==> src/hdl/olvd_pkg.sv <==
// Shared types and constants for the ordered value list.
package olvd_pkg;

	localparam int CAPACITY = 16;
	localparam int CNT_W    = $clog2(CAPACITY + 1);
	localparam int VAL_W    = 32;
	localparam int IN_W     = 40;
	localparam int OUT_W    = 8;

	typedef enum logic [1:0] {
		CMD_APPEND    = 2'd0,
		CMD_REM_HEAD  = 2'd1,
		CMD_REM_TAIL  = 2'd2,
		CMD_REM_VALUE = 2'd3
	} cmd_t;

	typedef enum logic [1:0] {
		ST_OK        = 2'd0,
		ST_NOT_FOUND = 2'd1,
		ST_EMPTY     = 2'd2,
		ST_FULL      = 2'd3
	} status_t;

	typedef struct packed {
		logic             shift_all;
		logic             search;
		logic [VAL_W-1:0] value;
	} cell_ctrl_t;

endpackage

==> src/hdl/olvd_cell.sv <==
// One list cell: holds an entry, compares it, and shifts from its neighbor.
module olvd_cell
	import olvd_pkg::*;
(
	input  logic             clk,
	input  cell_ctrl_t       ctrl,
	input  logic             load,
	input  logic             occ,
	input  logic             hit_in,
	input  logic [VAL_W-1:0] nxt_data,
	output logic             hit_out,
	output logic [VAL_W-1:0] data
);

	logic [VAL_W-1:0] data_q;
	logic             match;

	assign match   = ctrl.search & occ & (data_q == ctrl.value);
	assign hit_out = hit_in | match;
	assign data    = data_q;

	always_ff @(posedge clk) begin
		if (load) begin
			data_q <= ctrl.value;
		end else if (ctrl.shift_all | (ctrl.search & hit_out)) begin
			data_q <= nxt_data;
		end
	end

endmodule

==> src/hdl/ordered_list_with_value_delete.sv <==
// Top level: bounded ordered list of values with delete by value.
//
//  channel  | dir | handshake        | payload
//  s_axis   | in  | tvalid / tready  | tdata[1:0] command, [33:2] value, [39:34] zero
//  m_axis   | out | tvalid / tready  | tdata[1:0] status, [6:2] entry_count, [7] zero
//
// One command per cycle; the result appears in the output register in the cycle
// after the input word is accepted. The row of cells compares and shifts in
// parallel, so the update is registered with the result. Reset clears the count and
// the output valid; entries need no reset. A stalled result holds the input
// side until it is taken, with a new word accepted in the same cycle it leaves.
module ordered_list_with_value_delete
	import olvd_pkg::*;
(
	input  logic             clk,
	input  logic             arst_n,
	input  logic             s_axis_tvalid,
	output logic             s_axis_tready,
	input  logic [IN_W-1:0]  s_axis_tdata,   // command[1:0], value[33:2]
	output logic             m_axis_tvalid,
	input  logic             m_axis_tready,
	output logic [OUT_W-1:0] m_axis_tdata    // status[1:0], entry_count[6:2]
);

	logic [CNT_W-1:0] count_q;
	logic             m_tvalid_q;
	logic [OUT_W-1:0] m_tdata_q;

	logic             accept;
	cmd_t             cmd;
	logic [VAL_W-1:0] value;
	logic             empty;
	logic             full;
	cell_ctrl_t       ctrl;
	logic [CAPACITY:0]         hit;
	logic [VAL_W-1:0]          data [CAPACITY];
	logic [CAPACITY-1:0]       load;
	logic [CAPACITY-1:0]       occ;
	status_t          status;
	logic [CNT_W-1:0] count_d;

	assign s_axis_tready = ~m_tvalid_q | m_axis_tready;
	assign accept        = s_axis_tvalid & s_axis_tready;
	assign cmd           = cmd_t'(s_axis_tdata[1:0]);
	assign value         = s_axis_tdata[VAL_W+1:2];
	assign empty         = (count_q == '0);
	assign full          = (count_q == CNT_W'(CAPACITY));

	assign ctrl.shift_all = accept & (cmd == CMD_REM_HEAD) & ~empty;
	assign ctrl.search    = accept & (cmd == CMD_REM_VALUE);
	assign ctrl.value     = value;
	assign hit[0]         = 1'b0;

	genvar gi;
	generate
		for (gi = 0; gi < CAPACITY; gi++) begin : g_cell
			logic [VAL_W-1:0] nxt;
			if (gi == CAPACITY - 1) begin : g_last
				assign nxt = data[gi];
			end else begin : g_mid
				assign nxt = data[gi+1];
			end
			assign occ[gi]  = (CNT_W'(gi) < count_q);
			assign load[gi] = accept & (cmd == CMD_APPEND) & (count_q == CNT_W'(gi));
			olvd_cell u_cell (
				.clk      (clk),
				.ctrl     (ctrl),
				.load     (load[gi]),
				.occ      (occ[gi]),
				.hit_in   (hit[gi]),
				.nxt_data (nxt),
				.hit_out  (hit[gi+1]),
				.data     (data[gi])
			);
		end
	endgenerate

	always_comb begin
		status  = ST_OK;
		count_d = count_q;
		case (cmd)
			CMD_APPEND: begin
				if (full) begin
					status = ST_FULL;
				end else begin
					count_d = count_q + CNT_W'(1);
				end
			end
			CMD_REM_HEAD, CMD_REM_TAIL: begin
				if (empty) begin
					status = ST_EMPTY;
				end else begin
					count_d = count_q - CNT_W'(1);
				end
			end
			CMD_REM_VALUE: begin
				if (hit[CAPACITY]) begin
					count_d = count_q - CNT_W'(1);
				end else begin
					status = ST_NOT_FOUND;
				end
			end
			default: begin
				status  = ST_OK;
				count_d = count_q;
			end
		endcase
	end

	always_ff @(posedge clk or negedge arst_n) begin
		if (!arst_n) begin
			count_q    <= '0;
			m_tvalid_q <= 1'b0;
		end else begin
			if (accept) begin
				count_q    <= count_d;
				m_tvalid_q <= 1'b1;
			end else if (m_axis_tready) begin
				m_tvalid_q <= 1'b0;
			end
		end
	end

	always_ff @(posedge clk) begin
		if (accept) begin
			m_tdata_q <= {1'b0, 5'(count_d), status};
		end
	end

	assign m_axis_tvalid = m_tvalid_q;
	assign m_axis_tdata  = m_tdata_q;

endmodule

==> config.mk <==
export PLATFORM = sky130hd
export DESIGN_NAME = ordered_list_with_value_delete
export DESIGN_NICKNAME = d
export VERILOG_FILES = /design/src/hdl/olvd_pkg.sv /design/src/hdl/olvd_cell.sv /design/src/hdl/ordered_list_with_value_delete.sv
export SDC_FILE = /design/constraint.sdc
export NUM_CORES = 1
export LEC_CHECK = 0
export BUFFER_PORTS_ARGS = -buffer_cell sky130_fd_sc_hd__buf_2
export CAP_MARGIN = 20
export CORE_MARGIN = 1.5
export CORE_UTILIZATION = 54
export DETAILED_ROUTE_END_ITERATION = 10
export PLACE_DENSITY = 0.73
export SYNTH_ARGS = -nofsm -noshare
export SYNTH_HDL_FRONTEND = slang
export SYNTH_SLANG_ARGS = --single-unit
==> constraint.sdc <==
create_clock -name clk -period 4.55 [get_ports clk]
set_input_delay 1.1375 -clock clk [delete_from_list [all_inputs] [get_ports clk]]
set_output_delay 1.1375 -clock clk [all_outputs]
set_load 0.01 [all_outputs]
; ---- Word level (Yosys, flattened, before mapping)
; Cells that the tools add are included.
[word_totals]
input_bits = 44
elab_cells = 232
out_inout_bits = 10
ff_bits = 525
[op_classes]
mux = 40
reduce_logical = 19
bitwise_logic = 101
eq_ne = 35
magnitude_cmp = 16
addsub = 2
[ops]
columns = cell, count
row1 = $mux W32, 30
row2 = $eq A32 B32 Y1, 16
row3 = $and A1 B1 Y1, 68
row4 = $eq A5 B4 Y1 const B, 8
row5 = $lt A4 B5 Y1 const A, 8
row6 = $reduce_bool A2 Y1, 16
row7 = $or A1 B1 Y1, 31
row8 = $eq A5 B3 Y1 const B, 4
row9 = $lt A3 B5 Y1 const A, 4
row10 = $mux W5, 3
row11 = $pmux W5 S3, 1
row12 = $eq A5 B2 Y1 const B, 2
row13 = $lt A1 B5 Y1 const A, 2
row14 = $lt A2 B5 Y1 const A, 2
row15 = $pmux W2 S3, 1
row16 = $add A5 B1 Y5 const B, 1
row17 = $eq A5 B1 Y1 const B, 1
row18 = $eq A5 B5 Y1 const B, 1
row19 = $logic_not A5 Y1, 1
row20 = $sub A5 B1 Y5 const B, 1
row21 = $eq A2 B2 Y1 const B, 2
row22 = $mux W2, 2
row23 = $mux W1, 3
row24 = $eq A2 B1 Y1 const B, 1
row25 = other kinds (3), 4

; ---- Depth between registers and ports, before layout
[depth]
word_depth = 24
depth_mapped = 12
depth_no_buf = 10

; ---- Hierarchy
; Synthesis repeated with hierarchy kept, for this count alone.
[unflattened]
cells_unflattened = 1987
hier_area_um2 = 28543.6
[by_module_without_submodules]
columns = mod, instances, area_per_inst_um2, cells_per_inst, seq_area_each_um2
row1 = olvd_cell, 16, 1710.4, 115, 960.9
row2 = ordered_list_with_value_delete, 1, 1177.4, 147, 360.3

; ---- Worst setup path before layout
; No wires, ideal clock.
[synth_path]
path_type = input to register
startpoint = in s_axis_tdata[29]
endpoint = reg g_cell[10].u_cell.data_q[0] (enable)
arrival_ns = 3.857
t_required_ns = 3.921
setup_time_ns = 0.629
n_path_buf = 3
stages = 11
setup_slack_ns = 0.064
path_cell_list = clkbuf_1 > buf_2 > buf_2 > xnor2_1 > nor3b_1 > nand4_1 > nand4b_1 > nor3_1 > nand2_1 > nor3_1 > nand4_1
[synth_between]
elab_chain_len = 15
elab_cells_between_ends = 35
classes_between = eq/ne: 11 / bitwise: 23 / reduce/logical: 1
[synth_rtl]
columns = item, line_no
row1 = "start, declared", ordered_list_with_value_delete.sv:19  ; input logic [IN_W-1:0] s_axis_tdata,
row2 = $eq A32 B32 Y1, olvd_cell.sv:18  ; assign match = ctrl.search & occ & (data_q == ctrl.value);
row3 = $and A1 B1 Y1, olvd_cell.sv:18
row4 = $or A1 B1 Y1 (9 in a row), olvd_cell.sv:19  ; assign hit_out = hit_in | match;
row5 = $or A1 B1 Y1 *, olvd_cell.sv:19
row6 = $and A1 B1 Y1 *, olvd_cell.sv:25  ; end else if (ctrl.shift_all | (ctrl.search & hit_out)) begin
row7 = $or A1 B1 Y1 *, olvd_cell.sv:25
row8 = $reduce_bool A2 Y1 (no source line) *, n/a
row9 = "end signal, assigned", olvd_cell.sv:24  ; data_q <= ctrl.value;
row10 = "end signal, assigned", olvd_cell.sv:26  ; data_q <= nxt_data;
row11 = "end, declared", olvd_cell.sv:15  ; logic [VAL_W-1:0] data_q;
; Mark *: on every way between the ends. The rest lies on a longest branch, timed or not.
; A chain may end at the register's enable or synchronous reset.

; ---- Worst setup path in the final report
[layout_path]
startpoint = reg count_q[0]
endpoint = reg g_cell[14].u_cell.data_q[20] (enable)
[layout_between]
elab_chain_len = 20
elab_cells_between_ends = 67
classes_between = order compare: 15 / eq/ne: 1 / bitwise: 49 / reduce/logical: 2
[layout_rtl]
columns = item, line_no
row1 = "start, declared", ordered_list_with_value_delete.sv:25  ; logic [CNT_W-1:0] count_q;
row2 = "start signal, assigned", ordered_list_with_value_delete.sv:116  ; count_q <= count_d;
row3 = $lt A1 B5 Y1, ordered_list_with_value_delete.sv:63  ; assign occ[gi] = (CNT_W'(gi) < count_q);
row4 = $and A1 B1 Y1 (2 in a row), olvd_cell.sv:18
row5 = $or A1 B1 Y1 (14 in a row), olvd_cell.sv:19
row6 = $and A1 B1 Y1, olvd_cell.sv:25
row7 = $or A1 B1 Y1, olvd_cell.sv:25
row8 = $reduce_bool A2 Y1 (no source line) *, n/a
row9 = "end signal, assigned", olvd_cell.sv:24
row10 = "end signal, assigned", olvd_cell.sv:26
row11 = "end, declared", olvd_cell.sv:15
; Marks and branches as above.

==> qor.yml <==
startpoint_type: "flop"
rows: 85
drtIter0Drc: 1875
fin_nets: 2358
yosysSeqAreaShare: 0.532
coreArea_um2: 54000
timing.rr.start: "count_q[0]"
synth_cell_type_count: 62
reg2reg_to: "g_cell[14].u_cell.data[20]"
utilization: 0.612
grt_pass1_vias: 19395
crit_required_ns: 4.90
synth_area_leaders: "edfxtp_1 53%, mux2_2 18%, xor2_1 11%, xnor2_1 4.7%, nor4_1 2.5%"
power_density_nw_per_um2: 355
diodes: 0
yosysTopAreaCell: "edfxtp_1"
rsz0062_at_grt: "no"
dieArea_um2: 56200
antenna_found_initial: 0
hold_viol: 0
gr-total-overflow: 0
cts_buffer_depth: 3
synth_cells: 2246
synth_top_area_frac: 0.526
totalWireLength_um: 83400
setup_viol: 0
hp-class: "input pin to asynchronous set/reset pin"
worstSetupStartpoint: "count_q[0]"
cts_buffers: 56
p_int_uw: 8570
htreeDepth: 2
status: "complete, no violations"
swShare: 0.270
synth-edff-count: 519
antenna_left: 0
vias: 19083
cts_tree: "yes"
crit_fanout: 32
clock-sinks: 525
grt_max_degree: 34
cap_violations: 0
fin_cells: 3043
cts_setup_buffers: 0
die_w_um: 237
slew_violations: 0
dp_cells: 2943
drive_above_1_share: 0.323
reg2reg_slack_ns: 0.60
synth_area_per_cell_um2: 13.2
worstMarginPinSlew_ns: 0.788
via_per_inst: 6.27
seqPwrFrac: 0.488
ioPinCount: 54
post_cts_resized: 0
drc_errors: 0
synth-async-reset-ratio: 0.0114
crit_type: "flop to flop"
clkTransAtPathRegs_ns: 0.06
cp_data_arrival_time_ns: 4.30
whs_ns: 0.372
synthFlopType: "edfxtp_1"
p_leak_uw: 0.0112
die_h_um: 237
start_util: 0.548
critPathSlowestCell: "or4_1"
finalCritPeriodShare: 0.869
cts-hold-fix-buffers: 0
cts_root_buf: "clkbuf_16"
netlist_area_um2: 29600
combinationalPowerShare: 0.147
period_needed_ns: 3.95
r2r.worst_path.cells: 12
globalplace.congestion: 1.01
finClkSkew_ns: 0.0201
syn_to_final_growth_pct: 11.7
cp-end-kind: "flop"
pwr-share-clk: 0.366
fmax_mhz: 253
grt_pass1_wl_um: 125000
dr.pass1.iters: 5
syn_nets: 2299
worstPathCellList: "buf_4, or4_1, o211ai_1, nor3_1, nand4_1, nand4b_1, nor3_1, nand2_1, nor3b_1, buf_4, nand3_1, buf_12"
peakVddDrop_v: 0.000342
clock_latency_ns: 0.62
place_hpwl_um: 60700
finalSetupTns_ns: 0
power_switching_uw: 3170
maxSlewHeadroom: 0.468
track_usage: 0.298
port_buffers: 46
yosys_register_bits: 525
yosys_warnings: 0
wl_per_cell_um: 27.4
crit_path_max_incr_delay_ns: 0.56
==> critical path: cells and delay by family, from the launching register on <==
kind / cells / cell delay, ns
AO/OA/AOI/OAI: 1 / 0.42
AND/OR/NAND/NOR: 8 / 2.29
buffers and inverters: 3 / 0.57
flip-flops: 1 / 0.37
==> cell usage in the layout (no fill, tap or decap), types with 3 or more instances in the layout <==
master / netlist / routed
a21oi_1: 12 / 12
a31oi_1: 3 / 3
and3_1: 3 / 3
buf_12: 0 / 34
buf_2: 60 / 46
buf_4: 3 / 109
clkbuf_1: 106 / 18
clkbuf_16: 0 / 57
clkinv_1: 0 / 11
clkinv_2: 0 / 9
dfrtp_1: 6 / 6
edfxtp_1: 519 / 519
ha_1: 9 / 9
inv_1: 11 / 11
mux2_2: 480 / 480
nand2_1: 68 / 68
nand2b_1: 4 / 4
nand3_1: 36 / 36
nand3b_1: 5 / 5
nand4_1: 88 / 88
nand4b_1: 6 / 6
nor2_1: 65 / 63
nor2b_1: 5 / 4
nor3_1: 27 / 25
nor3b_1: 4 / 4
nor4_1: 116 / 115
nor4b_1: 7 / 6
nor4bb_1: 3 / 3
o21ai_0: 7 / 7
or3_1: 5 / 5
or4_1: 15 / 15
xnor2_1: 160 / 160
xor2_1: 355 / 355
==> sequential cells by signal (all words and copies together) (netlist names) <==
signal	count
g_cell.u_cell.data	512
m_axis_tvalid	1
count_q	5
m_axis_tdata	7
==> worst max path at each step <==
stage	slack [ns]	endpoint	cells past startpoint
6_report	0.60	g_cell[14].u_cell.data[20]	12
5_1_grt	0.41	g_cell[10].u_cell.data[20]	11
4_1_cts	0.61	g_cell[14].u_cell.data[4]	12
3_5_place_dp	0.14	g_cell[14].u_cell.data[0]	12
3_3_place_gp	0.20	m_axis_tdata[4]	11
2_1_floorplan	0.06	g_cell[10].u_cell.data[0]	11
==> through the flow <==
step           total power, µW  setup WS (ns)  instance area, µm²
2_1_floorplan             6850         0.0638               29600
3_3_place_gp              7480          0.202               31400
3_5_place_dp              7510          0.143               31400
4_1_cts                  11700          0.611               33100
5_1_grt                  12100          0.415               33100
6_report                 11700          0.596               33100
==> power groups by stage <==
stage | sequential (µW) | combinational [µW] | clock [µW]
final | 5730 | 1720 | 4290
after floorplan | 5770 | 1070 | 0
after CTS | 5730 | 1690 | 4330
after global routing | 5750 | 1840 | 4490
after detailed placement | 5830 | 1680 | 0
after global placement | 5820 | 1660 | 0
==> cell families (layout without fill, tap and decap cells) <==
kind of cell	Yosys count	count (layout)	synth area share
compound gates	44	44	0.0106
buf+inv	199	300	0.0289
xor+xnor	515	515	0.152
flops	525	525	0.532
mux	480	480	0.183
fa+ha+maj	9	9	0.00380
other cells	1	1	0.000127
simple gates	473	473	0.0901
==> per-layer routing <==
metal / global-route usage / share of wire / up-vias / wire (µm)
li1: - / - / 8451 / -
met1: 0.395 / 0.41 / 9656 / 34400
met2: 0.508 / 0.50 / 785 / 41300
met3: 0.0303 / 0.054 / 191 / 4480
met4: 0.115 / 0.039 / 0 / 3250
met5: 0 / 0 / - / 0
==> cells in the mapped netlist, types with 3 or more instances <==
master and n:
or3_1 5, dfrtp_1 6, buf_6 3, buf_1 16, nand4b_1 6, xnor2_1 160, buf_2 60, nor4_1 116
a21oi_1 12, nand4_1 88, nor3_1 27, nor2_1 65, nand3_1 36, nor4b_1 7, nand3b_1 5, nand2b_1 4
nor4bb_1 3, and3_1 3, ha_1 9, nor2b_1 5, edfxtp_1 519, nand2_1 68, inv_1 11, buf_4 3
a31oi_1 3, clkbuf_1 106, mux2_2 480, o21ai_0 7, or4_1 15, xor2_1 355, nor3b_1 4
==> area by class of cell <==
type | count | area [µm²]
Timing Repair Buffer | 189 | 1730
Multi-Input combinational cell | 1522 | 13000
Clock buffer | 77 | 1520
Inverter | 11 | 41.3
Clock inverter | 23 | 133
Fill cell | 4155 | 21000
Sequential cell | 525 | 15700
Tap cell | 696 | 871
(Power assumes the default switching activity.)
